===== config.mk =====
export PLATFORM = sky130hd
export DESIGN_NAME = clipped_bitmap_blit
export DESIGN_NICKNAME = d
export VERILOG_FILES = /design/src/sv/cbb_pkg.sv /design/src/sv/cbb_front.sv /design/src/sv/cbb_queue.sv /design/src/sv/cbb_back.sv /design/src/sv/clipped_bitmap_blit.sv
export SDC_FILE = /design/constraint.sdc
export NUM_CORES = 1
export LEC_CHECK = 0
export ABC_AREA = 1
export BUFFER_PORTS_ARGS = -buffer_cell sky130_fd_sc_hd__clkbuf_2
export CORE_UTILIZATION = 60
export CTS_CLUSTER_SIZE = 16
export DETAILED_ROUTE_END_ITERATION = 10
export GPL_TIMING_DRIVEN = 0
export PLACE_DENSITY = 0.86
export SETUP_SLACK_MARGIN = 0.2
export SLEW_MARGIN = 20
export SYNTH_ARGS = -nofsm -noshare
export SYNTH_HDL_FRONTEND = slang
export SYNTH_HIERARCHICAL = 1
export SYNTH_SLANG_ARGS = --single-unit

===== constraint.sdc =====
create_clock -name clk -period 7.85 [get_ports clk]
set_clock_uncertainty 0.15 [all_clocks]
set_input_delay 0.3925 -clock clk [delete_from_list [all_inputs] [get_ports clk]]
set_output_delay 0.3925 -clock clk [all_outputs]
set_load 0.01 [all_outputs]

===== src/sv/cbb_pkg.sv =====
// Package for the clipped bitmap blitter: sizes, register codes, word types, clamp helpers.
package cbb_pkg;

  localparam int COORD_BITS = 12;
  localparam int ADDR_BITS  = 24;

  localparam int DIM_BITS   = COORD_BITS + 1;
  localparam int POS_BITS   = 14;
  localparam int PIXEL_BITS = 32;
  localparam int ALPHA_LSB  = 24;

  localparam int SUM_BITS =
    ((POS_BITS > COORD_BITS + 1) ? POS_BITS : COORD_BITS + 1) + 2;
  localparam int PROD_BITS = COORD_BITS + DIM_BITS;
  localparam int FULL_BITS = (PROD_BITS > ADDR_BITS) ? PROD_BITS : ADDR_BITS;

  localparam int CFG_INDEX_BITS = 3;
  localparam int CFG_DATA_BITS  = (POS_BITS > DIM_BITS) ? POS_BITS : DIM_BITS;

  localparam int QUEUE_DEPTH    = 4;
  localparam int QUEUE_PTR_BITS = 2;

  localparam logic [DIM_BITS-1:0] DIM_MAX = DIM_BITS'(1) << COORD_BITS;

  localparam logic [DIM_BITS-1:0] FRAME_WIDTH_RESET   = DIM_BITS'(640);
  localparam logic [DIM_BITS-1:0] FRAME_HEIGHT_RESET  = DIM_BITS'(480);
  localparam logic [DIM_BITS-1:0] BITMAP_WIDTH_RESET  = DIM_BITS'(64);
  localparam logic [DIM_BITS-1:0] BITMAP_HEIGHT_RESET = DIM_BITS'(64);

  typedef enum logic [CFG_INDEX_BITS-1:0] {
    REG_FRAME_WIDTH   = 3'd0,
    REG_FRAME_HEIGHT  = 3'd1,
    REG_BITMAP_WIDTH  = 3'd2,
    REG_BITMAP_HEIGHT = 3'd3,
    REG_POSITION_X    = 3'd4,
    REG_POSITION_Y    = 3'd5,
    REG_ALIGN_X       = 3'd6,
    REG_ALIGN_Y       = 3'd7
  } cfg_reg_t;

  typedef struct packed {
    logic [DIM_BITS-1:0]   frame_width;
    logic [DIM_BITS-1:0]   frame_height;
    logic [DIM_BITS-1:0]   bitmap_width;
    logic [DIM_BITS-1:0]   bitmap_height;
    logic [POS_BITS-1:0]   position_x;
    logic [POS_BITS-1:0]   position_y;
    logic [COORD_BITS-1:0] align_x;
    logic [COORD_BITS-1:0] align_y;
  } cfg_t;

  typedef struct packed {
    logic [PIXEL_BITS-1:0] source_pixel;
    logic                  start_of_image;
  } in_word_t;

  typedef struct packed {
    logic [ADDR_BITS-1:0]  dest_address;
    logic [PIXEL_BITS-1:0] dest_pixel;
    logic [COORD_BITS-1:0] dest_column;
    logic [COORD_BITS-1:0] dest_row;
  } out_word_t;

  // A visible pixel placed in the frame, handed from front to back.
  typedef struct packed {
    logic [PIXEL_BITS-1:0] pixel;
    logic [COORD_BITS-1:0] column;
    logic [COORD_BITS-1:0] row;
  } place_t;

  // Frame dimensions: anything above the largest frame acts as the largest.
  function automatic logic [DIM_BITS-1:0] clamp_frame(input logic [DIM_BITS-1:0] v);
    return (v > DIM_MAX) ? DIM_MAX : v;
  endfunction

  // Bitmap dimensions: also a zero size acts as one.
  function automatic logic [DIM_BITS-1:0] clamp_bitmap(input logic [DIM_BITS-1:0] v);
    logic [DIM_BITS-1:0] d;
    d = (v > DIM_MAX) ? DIM_MAX : v;
    return (d == '0) ? DIM_BITS'(1) : d;
  endfunction

endpackage


===== src/sv/cbb_front.sv =====
// Front: source counters, frame placement, clip and alpha test.
module cbb_front (
  input  logic           clk,
  input  logic           rst,
  input  cbb_pkg::cfg_t  cfg,
  input  logic           accept,
  input  cbb_pkg::in_word_t in_word,
  output logic           place_push,
  output cbb_pkg::place_t place_word
);
  import cbb_pkg::*;

  logic [COORD_BITS-1:0] column;
  logic [COORD_BITS-1:0] row;
  logic [COORD_BITS-1:0] column_next;
  logic [COORD_BITS-1:0] row_next;
  logic [COORD_BITS-1:0] cur_column;
  logic [COORD_BITS-1:0] cur_row;
  logic signed [SUM_BITS-1:0] x;
  logic signed [SUM_BITS-1:0] y;
  logic [DIM_BITS-1:0] fw;
  logic [DIM_BITS-1:0] fh;
  logic [DIM_BITS-1:0] bw;
  logic [DIM_BITS-1:0] bh;
  logic in_x;
  logic in_y;
  logic opaque;

  assign fw = clamp_frame(cfg.frame_width);
  assign fh = clamp_frame(cfg.frame_height);
  assign bw = clamp_bitmap(cfg.bitmap_width);
  assign bh = clamp_bitmap(cfg.bitmap_height);

  assign cur_column = in_word.start_of_image ? '0 : column;
  assign cur_row    = in_word.start_of_image ? '0 : row;

  assign x = $signed({{(SUM_BITS-POS_BITS){cfg.position_x[POS_BITS-1]}}, cfg.position_x})
           - $signed({{(SUM_BITS-COORD_BITS){1'b0}}, cfg.align_x})
           + $signed({{(SUM_BITS-COORD_BITS){1'b0}}, cur_column});
  assign y = $signed({{(SUM_BITS-POS_BITS){cfg.position_y[POS_BITS-1]}}, cfg.position_y})
           - $signed({{(SUM_BITS-COORD_BITS){1'b0}}, cfg.align_y})
           + $signed({{(SUM_BITS-COORD_BITS){1'b0}}, cur_row});

  assign in_x = !x[SUM_BITS-1] && (x < $signed({{(SUM_BITS-DIM_BITS){1'b0}}, fw}));
  assign in_y = !y[SUM_BITS-1] && (y < $signed({{(SUM_BITS-DIM_BITS){1'b0}}, fh}));
  assign opaque = |in_word.source_pixel[PIXEL_BITS-1:ALPHA_LSB];

  assign place_push        = accept && in_x && in_y && opaque;
  assign place_word.pixel  = in_word.source_pixel;
  assign place_word.column = x[COORD_BITS-1:0];
  assign place_word.row    = y[COORD_BITS-1:0];

  // raster advance; row wraps so the next image needs no start flag
  always_comb begin
    column_next = cur_column + COORD_BITS'(1);
    row_next    = cur_row;
    if (({1'b0, cur_column} + DIM_BITS'(1)) >= bw) begin
      column_next = '0;
      if (({1'b0, cur_row} + DIM_BITS'(1)) >= bh) begin
        row_next = '0;
      end else begin
        row_next = cur_row + COORD_BITS'(1);
      end
    end
  end

  always_ff @(posedge clk) begin
    if (rst) begin
      column <= '0;
      row    <= '0;
    end else if (accept) begin
      column <= column_next;
      row    <= row_next;
    end
  end

endmodule


===== src/sv/cbb_queue.sv =====
// Short queue of placed pixels between front and back.
module cbb_queue (
  input  logic            clk,
  input  logic            rst,
  input  logic            wr,
  input  cbb_pkg::place_t wr_word,
  output logic            full,
  input  logic            rd,
  output cbb_pkg::place_t rd_word,
  output logic            empty
);
  import cbb_pkg::*;

  place_t entries [QUEUE_DEPTH];
  logic [QUEUE_PTR_BITS-1:0] wr_ptr;
  logic [QUEUE_PTR_BITS-1:0] rd_ptr;
  logic [QUEUE_PTR_BITS:0]   count;

  assign full    = (count == (QUEUE_PTR_BITS+1)'(QUEUE_DEPTH));
  assign empty   = (count == '0);
  assign rd_word = entries[rd_ptr];

  always_ff @(posedge clk) begin
    if (wr) begin
      entries[wr_ptr] <= wr_word;
    end
  end

  always_ff @(posedge clk) begin
    if (rst) begin
      wr_ptr <= '0;
      rd_ptr <= '0;
      count  <= '0;
    end else begin
      if (wr) wr_ptr <= wr_ptr + QUEUE_PTR_BITS'(1);
      if (rd) rd_ptr <= rd_ptr + QUEUE_PTR_BITS'(1);
      if (wr && !rd) begin
        count <= count + (QUEUE_PTR_BITS+1)'(1);
      end else if (rd && !wr) begin
        count <= count - (QUEUE_PTR_BITS+1)'(1);
      end
    end
  end

endmodule


===== src/sv/cbb_back.sv =====
// Back: row times pitch, address add, and the two-entry result buffer.
module cbb_back (
  input  logic             clk,
  input  logic             rst,
  input  logic [cbb_pkg::DIM_BITS-1:0] frame_width,
  input  logic             q_empty,
  input  cbb_pkg::place_t  q_word,
  output logic             q_pop,
  input  logic             pop,
  output logic             empty,
  output cbb_pkg::out_word_t out_word
);
  import cbb_pkg::*;

  logic                 a_valid;
  logic [FULL_BITS-1:0] a_prod;
  place_t               a_place;
  logic                 a_load;
  logic [DIM_BITS-1:0]  fw;
  logic [FULL_BITS-1:0] addr_sum;

  out_word_t o_entries [2];
  logic      o_wr_ptr;
  logic      o_rd_ptr;
  logic [1:0] o_count;
  logic      o_push;
  logic      o_pop;
  out_word_t o_word;

  assign fw = clamp_frame(frame_width);

  assign o_push = a_valid && (o_count != 2'd2);
  assign o_pop  = pop && (o_count != 2'd0);
  assign a_load = !a_valid || o_push;
  assign q_pop  = a_load && !q_empty;

  assign addr_sum = a_prod + FULL_BITS'(a_place.column);

  assign o_word.dest_address = addr_sum[ADDR_BITS-1:0];
  assign o_word.dest_pixel   = a_place.pixel;
  assign o_word.dest_column  = a_place.column;
  assign o_word.dest_row     = a_place.row;

  assign empty    = (o_count == 2'd0);
  assign out_word = o_entries[o_rd_ptr];

  // multiply stage
  always_ff @(posedge clk) begin
    if (q_pop) begin
      a_prod  <= FULL_BITS'(q_word.row) * FULL_BITS'(fw);
      a_place <= q_word;
    end
  end

  always_ff @(posedge clk) begin
    if (o_push) begin
      o_entries[o_wr_ptr] <= o_word;
    end
  end

  always_ff @(posedge clk) begin
    if (rst) begin
      a_valid  <= 1'b0;
      o_wr_ptr <= 1'b0;
      o_rd_ptr <= 1'b0;
      o_count  <= 2'd0;
    end else begin
      a_valid <= q_pop || (a_valid && !o_push);
      if (o_push) o_wr_ptr <= !o_wr_ptr;
      if (o_pop)  o_rd_ptr <= !o_rd_ptr;
      if (o_push && !o_pop) begin
        o_count <= o_count + 2'd1;
      end else if (o_pop && !o_push) begin
        o_count <= o_count - 2'd1;
      end
    end
  end

endmodule


===== src/sv/clipped_bitmap_blit.sv =====
// Top level of the clipped bitmap blitter with alpha test.
// A visible word accepted on the source side passes the queue write, the multiply
// stage and the result buffer, in that order, before it shows on the result side.
// Throughput: one source word per cycle; the front never waits on the back
// while the four-entry placement queue has room.
// Reset (synchronous): counters, queues and buffers empty, registers at defaults.
module clipped_bitmap_blit (
  input  logic                  clk,
  input  logic                  rst,
  // source words
  input  logic                  push,
  output logic                  full,
  input  cbb_pkg::in_word_t     in_word,
  // frame writes
  input  logic                  pop,
  output logic                  empty,
  output cbb_pkg::out_word_t    out_word,
  // register writes
  input  logic                  cfg_write,
  input  logic [cbb_pkg::CFG_INDEX_BITS-1:0] cfg_index,
  input  logic [cbb_pkg::CFG_DATA_BITS-1:0]  cfg_data
);
  import cbb_pkg::*;

  cfg_t   cfg;
  logic   accept;
  logic   place_push;
  place_t place_word;
  logic   q_full;
  logic   q_empty;
  logic   q_pop;
  place_t q_word;

  // Every source word goes through the front, so the front stalls only when
  // the placement queue is full; transparent or clipped words leave no entry.
  assign full   = q_full;
  assign accept = push && !q_full;

  // Register file. The user must write it only while the block is idle; the
  // block does not enforce this. Both halves read these registers live.
  always_ff @(posedge clk) begin
    if (rst) begin
      cfg.frame_width   <= FRAME_WIDTH_RESET;
      cfg.frame_height  <= FRAME_HEIGHT_RESET;
      cfg.bitmap_width  <= BITMAP_WIDTH_RESET;
      cfg.bitmap_height <= BITMAP_HEIGHT_RESET;
      cfg.position_x    <= '0;
      cfg.position_y    <= '0;
      cfg.align_x       <= '0;
      cfg.align_y       <= '0;
    end else if (cfg_write) begin
      case (cfg_reg_t'(cfg_index))
        REG_FRAME_WIDTH:   cfg.frame_width   <= cfg_data[DIM_BITS-1:0];
        REG_FRAME_HEIGHT:  cfg.frame_height  <= cfg_data[DIM_BITS-1:0];
        REG_BITMAP_WIDTH:  cfg.bitmap_width  <= cfg_data[DIM_BITS-1:0];
        REG_BITMAP_HEIGHT: cfg.bitmap_height <= cfg_data[DIM_BITS-1:0];
        REG_POSITION_X:    cfg.position_x    <= cfg_data[POS_BITS-1:0];
        REG_POSITION_Y:    cfg.position_y    <= cfg_data[POS_BITS-1:0];
        REG_ALIGN_X:       cfg.align_x       <= cfg_data[COORD_BITS-1:0];
        REG_ALIGN_Y:       cfg.align_y       <= cfg_data[COORD_BITS-1:0];
        default: begin
        end
      endcase
    end
  end

  // Front: counts source coordinates, places and clips.
  cbb_front u_front (
    .clk        (clk),
    .rst        (rst),
    .cfg        (cfg),
    .accept     (accept),
    .in_word    (in_word),
    .place_push (place_push),
    .place_word (place_word)
  );

  // Decoupling queue between the halves.
  cbb_queue u_queue (
    .clk     (clk),
    .rst     (rst),
    .wr      (place_push),
    .wr_word (place_word),
    .full    (q_full),
    .rd      (q_pop),
    .rd_word (q_word),
    .empty   (q_empty)
  );

  // Back: linear address and result buffer.
  cbb_back u_back (
    .clk         (clk),
    .rst         (rst),
    .frame_width (cfg.frame_width),
    .q_empty     (q_empty),
    .q_word      (q_word),
    .q_pop       (q_pop),
    .pop         (pop),
    .empty       (empty),
    .out_word    (out_word)
  );

endmodule


==> summary.md, run 1 <==
| Metric | Value |
|---|---|
| Post-synthesis sequential area ratio | `0.5025` |
| GR Overflow Total | `0` |
| Pwr/cell area | `386.4 nW/um^2` |
| Final setup viols | `0` |
| Core ar. | `between 50000 and 60000 um^2` |
| CP Class | `register to register` |
| Routed vias | `around 25000` |
| Cell Area, Synth | `33420 um^2` |
| Async set-reset flop share out of synthesis | `0` |
| Tot Pwr | `roughly 0.015 W` |
| Clk_lat worst skew | `0.69 ns` |
| Fraction of layout cells with a size suffix above 1 | `0.1390` |
| Post-synth EDFFs | `approximately 460` |
| CTS Root Cell | `clkbuf_16` |
| Worst Hold Class | `primary input to register` |
| Clock-pin slew on the worst setup and hold paths | `0.07 ns` |
| Met3 wire len | `7782 um` |
| Port Buffers | `~110` |
| WP data required | `8.05 ns` |
| Final Hold Fails | `0` |
| Slew margin rel. | `0.4729` |
| Most frequent cells in the layout | `nand2_1, edfxtp_1, nor2_1` |
| Final Core Density | `0.6841` |
| NumNets Final | `3925` |
| TritonCTS Sinks | `607` |
| Routed length on met1 | `31290 um` |
| Largest net degree at the start of global routing | `53` |
| Fmax achieved | `roughly 0.14 GHz` |
| Post-route minimum period | `roughly 7.1 ns` |
| Dpl hpwl | `56760 um` |
| Worst Setup End Kind | `register` |
| Vias in the first global route | `25050` |
| Synthesized Nets | `3702` |
| Via density | `approximately 5.8` |
| Fin Setup TNS | `0 ns` |
| Drt wl/cell | `19.18 um` |
| CTS tree | `built` |
| Top Layer Used | `met4` |
| P&R area growth vs syn | `12.76%` |
| Initial Utilization | `0.6067` |
| Status | `completed` |
| First-pass DRT Iterations | `6` |
| CTS max path bufs | `3` |
| Synth area leader | `edfxtp_1` |
| GRT Total Usage | `0.2984` |
| Initial antenna violation count | `0` |
| Max Fanout on Critical Path | `10` |
| Final cycle utilization of the critical path | `0.9062` |
| Yosys top cell area share | `0.4169` |
| Top cells by area, synth | `edfxtp_1, dfxtp_1, fa_1, nand2_1, ha_1` |
| Antenna diodes | `0` |
| Routability cong. | `approximately 0.94` |
| Ys flop type | `edfxtp_1` |
| Num CTS Buffers | `60` |
| DR DRC count | `0` |
| Initial DRC Count | `2892` |
| Rows | `86` |
| Io pins | `137` |
| Slew Limit Fails | `0` |
| Synth warn | `6` |
| Netlist cell types | `55` |
| Maxcap violations | `0` |
| Mapped Cells | `3353` |
| Mean Syn Cell Area | `9.969 um^2` |
| Setup crit start kind | `register` |
| Peak supply drop | `0.3696 mV` |
| Slew at the pin closest to its max-slew limit | `between 0.7 and 0.8 ns` |
| CP arrival | `7.32 ns` |
| DRT Wirelength | `83930 um` |
| FF+latch count, synth | `607` |
| Die area | `56660 um^2` |
| Die X | `238.0 um` |
| RSZ-0062 raised after global routing | `false` |
| Most common cell after layout, fill and taps aside | `nand2_1` |
| H-Tree Depth | `2` |
| Leakage | `15.98 nW` |
| Chip Height | `about 240 um` |
| Number of routed nets with antenna violations | `0` |
| Met2 WL | `about 40000 um` |
| Global-route wire length before repair | `between 100000 and 150000 um` |
| Number of fill cells | `between 3000 and 4000` |
critical path, cell delays in order (launching register included):
cell      delay, ns
dfxtp_1        0.35
inv_2          0.06
buf_2          0.26
clkbuf_1       0.44
o21ai_0        0.29
o22ai_2        0.45
clkbuf_1       0.51
nand3_1        0.22
fa_1           0.56
inv_1          0.05
fa_1           0.52
fa_1           0.45
fa_1           0.55
inv_1          0.06
fa_1           0.53
inv_1          0.04
ha_1           0.34
nand2_1        0.13
inv_1          0.05
a21oi_1        0.26
nand3_1        0.21
nand2_1        0.13
nand2_1        0.05
nand2_1        0.05
nand2_1        0.05
logic make-up (layout without fill, tap and decap cells):
group,Yosys count,in the layout,synth area share
flops,607,607,0.5025
xor+xnor,63,63,0.01651
simple gates,1360,1360,0.1744
mux,80,80,0.02695
compound gates,354,354,0.06304
buf+inv,595,869,0.07618
fa+ha+maj,294,294,0.1404
cell usage after synthesis (49+ instances only):
cell type and n:
a21oi_1 83, clkbuf_1 49, dfxtp_1 143, edfxtp_1 464, fa_1 135, ha_1 159, inv_1 431, mux2_2 80
nand2_1 586, nand3_1 200, nor2_1 451, o21ai_0 137
state kept, by name, indices dropped and copies added, names as in the netlist, 2 cells and up, named ones only:
register / count
u_back/a_place: 56
u_front/column: 12
cfg: 104
u_queue/rd_ptr: 2
u_queue/count: 3
u_back/a_prod: 24
u_queue/wr_ptr: 2
u_front/row: 12
u_back/o_entries: 160
u_queue/entries: 224
u_back/o_count: 2
power by group:
| part | switching (W) | leakage (nW) | internal [W] |
|---|---|---|---|
| clock network | 0.00131 | 0.997 | 0.00175 |
| registers | 0.000296 | 5.44 | 0.00453 |
| logic | 0.00442 | 9.54 | 0.00226 |
| total | 0.00602 | 16.0 | 0.00854 |
path summary, 6_finish.rpt:
| path | startpoint | end | slack, ns | cells past startpoint |
|---|---|---|---|---|
| max | register | u_back/a_prod[22]$_DFFE_PP_ | 0.74 | 24 |
| min | cfg_index[1] | cfg[88]$_SDFFE_PP0P_ | 0.06 | 5 |
| max reg2reg | register | u_back/a_prod[22]$_DFFE_PP_ | 0.74 | 24 |
| min reg2reg | u_back/a_place[3]$_DFFE_PP_ | u_back/o_entries[0][3]$_DFFE_PP_ | 0.25 | 0 |
cell type report:
type / count / area, um^2 / share of cell area
tap: 748 / 935.9 / 0.02483
clock buffer: 65 / 1520 / 0.04033
buffer: 155 / 893.4 / 0.02370
timing repair buffer: 161 / 1191 / 0.03160
multi-input combinational: 2151 / 14100 / 0.3740
sequential: 607 / 16800 / 0.4456
inverter: 440 / 1667 / 0.04422
clock inverter: 48 / 589.3 / 0.01564
repair_timing:
action	in CTS	in global routing
setup buffers	0	0
endpoints found under the hold margin	138	0
gates resized for setup	0	0
setup endpoints to repair	0	0
hold buffers	38	0
metal layers:
layer  global-route usage  up-vias
met1               0.3692    12000
met5                    0        -
li1                     -    11490
met4               0.1426        0
met3              0.05576      283
met2               0.5061     1456
metrics by stage:
| stage | std cells | instance area, um^2 | hold slack, ns | worst slack, ns |
|---|---|---|---|---|
| floorplan | 3353 | 33420 | 0.2615 | 2.294 |
| global placement | 4213 | 34920 | 0.2718 | 0.8048 |
| detailed placement | 4224 | 35200 | 0.2816 | 1.073 |
| CTS | 4375 | 37690 | 0.01122 | 0.9629 |
| global route | 4375 | 37690 | 0.08043 | 0.5673 |
| finish | 4375 | 37690 | 0.06489 | 0.7366 |
No activity file was read; power rests on OpenSTA's default activity.
==> run 2: changes to the inputs <==
- CORE_UTILIZATION: 60 -> 48
- PLACE_DENSITY: 0.86 -> 0.73
- RECOVER_POWER: unset -> 100
==> run 2 against run 1 <==
Final area fell by 0.41%. Highest routed layer unchanged. The flow now finishes with violations (max-capacitance violations, max-slew violations). Count of clock-buffer cells in the layout rose by 16. Final cell count rose by 4.4%. Non-clock buffer count did not move. Routed wire length fell by 7.4%. Register-to-register slack improved by 0.07 ns. Sequential power barely moved. Die area rose by 25%. Combinational power fell by 6.4%. Power fell by 2.5%. Global-route usage fell by 7.7 points.
==> summary.md, run 2 (synthesized netlist as in run 1, its figures left out) <==
| Metric | Value |
|---|---|
| NumNets Final | `3932 (+0.18%)` |
| Fin Setup TNS | `0 ns (unchanged)` |
| Most frequent cells in the layout | `nand2_1, edfxtp_1, nor2_1` |
| Clock-pin slew on the worst setup and hold paths | `0.06 ns (about the same)` |
| Final setup viols | `0 (unchanged)` |
| Initial antenna violation count | `0 (unchanged)` |
| Clk_lat worst skew | `0.63 ns (-0.06 ns)` |
| Hold path cells | `4 (-1)` |
| Pwr/cell area | `378.4 nW/um^2 (-2.1%)` |
| Via density | `5.231 (-9.3%)` |
| Core ar. | `68710 um^2 (+25%)` |
| CP top delay family | `adder cells` |
| Rows | `96 (+12%)` |
| CP Class | `register to register` |
| Met3 wire len | `5731 um (-26%)` |
| Port Buffers | `112 (unchanged)` |
| Most flops, register | `u_queue/entries` |
| Number of routed nets with antenna violations | `0 (unchanged)` |
| First-pass DRT Iterations | `5 (-1)` |
| Initial DRC Count | `1946 (-33%)` |
| Routed vias | `23900 (-5.3%)` |
| Io pins | `137 (unchanged)` |
| Crit path cell chain | `clkbuf_1, clkinvlp_2, clkbuf_1, o21ai_0, o22ai_1, clkbuf_1, inv_1, nor2_1, fa_1, inv_1, fa_1, fa_1, fa_1, fa_1, inv_1, ha_1, nand2_1, inv_1, a21oi_1, nand3_1, nand2_1, nand2_1, nand2_1, nand2_1` |
| Slew at the pin closest to its max-slew limit | `3.224 ns (+2.437 ns)` |
| TritonCTS Sinks | `607 (unchanged)` |
| Most common cell after layout, fill and taps aside | `nand2_1` |
| Top Layer Used | `met4` |
| CTS max path bufs | `3 (unchanged)` |
| Fraction of layout cells with a size suffix above 1 | `0.09431 (-0.04465)` |
| RR Endpoint | `u_back/a_prod[22]$_DFFE_PP_` |
| Failing checks | `max-capacitance violations, max-slew violations` |
| H-Tree Depth | `3 (+1)` |
| Status | `finished, violations left` |
| Global-route wire length before repair | `122100 um (-7.5%)` |
| Routability cong. | `0.9146 (-2.3%)` |
| CP arrival | `7.27 ns (-0.05 ns)` |
| Final Hold Fails | `0 (unchanged)` |
| DRT Wirelength | `77710 um (-7.4%)` |
| P&R area growth vs syn | `12.30%` |
| Largest regs | `u_queue/entries: 224 flops, u_back/o_entries: 160 flops, cfg: 104 flops` |
| Reg2reg path depth | `24 (unchanged)` |
| Max Fanout on Critical Path | `10 (unchanged)` |
| Max reg flops | `224 (unchanged)` |
| Slew margin rel. | `-1.150 (-1.622)` |
| Worst hold path startpoint | `pop` |
| Post-route minimum period | `7.046 ns (-0.06714 ns)` |
| Worst Setup End Kind | `register` |
| CP Buf/Inv Count | `8 (unchanged)` |
| Peak supply drop | `0.3566 mV (-3.5%)` |
| Chip Height | `265.9 um (+12%)` |
| Hold slack | `0.05572 ns (-0.009160 ns)` |
| Final cycle utilization of the critical path | `0.8976 (-0.008553)` |
| WP data required | `8.07 ns (+0.02 ns)` |
| Drt wl/cell | `17.01 um (-11%)` |
| Die area | `70690 um^2 (+25%)` |
| Multi-input gate area | `14000 um^2 (-0.68%)` |
| Vias in the first global route | `23280 (-7.1%)` |
| Sequential Area | `16800 um^2 (unchanged)` |
| Initial Utilization | `0.4865 (-0.1202)` |
| GR Overflow Total | `0 (unchanged)` |
| Slew Limit Fails | `83 (+83)` |
| Routed length on met1 | `32340 um (+3.3%)` |
| DR DRC count | `0 (unchanged)` |
| CTS Root Cell | `clkbuf_16` |
| Met2 WL | `37270 um (-8.5%)` |
| Maxcap violations | `4 (+4)` |
| FF-to-FF setup slack | `0.80 ns (+0.07 ns)` |
| RSZ-0062 raised after global routing | `false` |
| Dpl hpwl | `55790 um (-1.7%)` |
| Fmax achieved | `0.1419 GHz (+0.95%)` |
| Die X | `265.9 um (+12%)` |
| Number of fill cells | `5964 (+57%)` |
| GRT Total Usage | `0.2211 (-0.07730)` |
| Leakage | `15.53 nW (-2.8%)` |
| Setup crit start kind | `register` |
| Crit path largest cell delay | `0.55 ns (about the same)` |
| Number of cells upsized or downsized after cts | `0 (unchanged)` |
| Num CTS Buffers | `67 (+12%)` |
| Antenna diodes | `0 (unchanged)` |
| Largest net degree at the start of global routing | `56 (+5.7%)` |
| Worst Hold Class | `primary input to register` |
| Crit-path slowest cell | `fa_1` |
| CTS tree | `built` |
| Setup Buffers After CTS | `0 (unchanged)` |
run 2: routing by layer:
metal  vias to the layer above  track usage
met1                     11390       0.2840
met2                       837       0.3746
li1                      11520            -
met3                       154      0.03678
met5                         -            0
met4                         0      0.08310
run 2: power breakdown:
part | internal (W) | switching (W)
clock | 0.00179 | 0.00135
sequential | 0.00455 | 0.000252
combinational | 0.00209 | 0.00416
total | 0.00844 | 0.00576
run 2: how the worst max path moves through the flow:
stage | from | end | slack (ns) | cells past startpoint
finish | register | u_back/a_prod[22]$_DFFE_PP_ | 0.80 | 24
global route | register | u_back/a_prod[22]$_DFFE_PP_ | 0.41 | 22
CTS | register | u_back/a_prod[22]$_DFFE_PP_ | 1.17 | 24
detailed placement | register | u_back/a_prod[22]$_DFFE_PP_ | 1.20 | 24
global placement | in_word[0] | u_queue/entries[3][24]$_DFFE_PP_ | 0.63 | 24
floorplan | register | u_back/a_prod[17]$_DFFE_PP_ | 2.29 | 25
run 2: what timing repair did:
action / CTS / global route
hold endpoints to repair: 138 / 0
hold buffers: 38 / 0
endpoints found under the setup margin: 0 / 0
run 2: stage by stage:
step | total power [W] | cells | area (um^2) | util | setup WS [ns]
2_1_floorplan | 0.009309 | 3353 | 33420 | - | 2.294
3_3_place_gp | 0.01102 | 4396 | 35150 | 0.5116 | 0.6260
3_5_place_dp | 0.01117 | 4407 | 35430 | 0.5157 | 1.203
4_1_cts | 0.01438 | 4568 | 38050 | 0.5539 | 1.165
5_1_grt | 0.01520 | 4568 | 37530 | 0.5463 | 0.4067
6_report | 0.01420 | 4568 | 37530 | 0.5463 | 0.8037
run 2: tightest hold or removal path, cell delays in order:
cell      delay (ns)
clkbuf_2        0.07
o21ai_0         0.12
nand2_1         0.12
a21oi_1         0.07
run 2: layout make-up:
type	count	share of cell area
Inverter	440	0.04420
Timing Repair Buffer	161	0.02543
Sequential cell	607	0.4475
Buffer	155	0.01907
Clock buffer	81	0.04633
Clock inverter	42	0.01343
Multi-Input combinational cell	2151	0.3730
Tap cell	931	0.03103
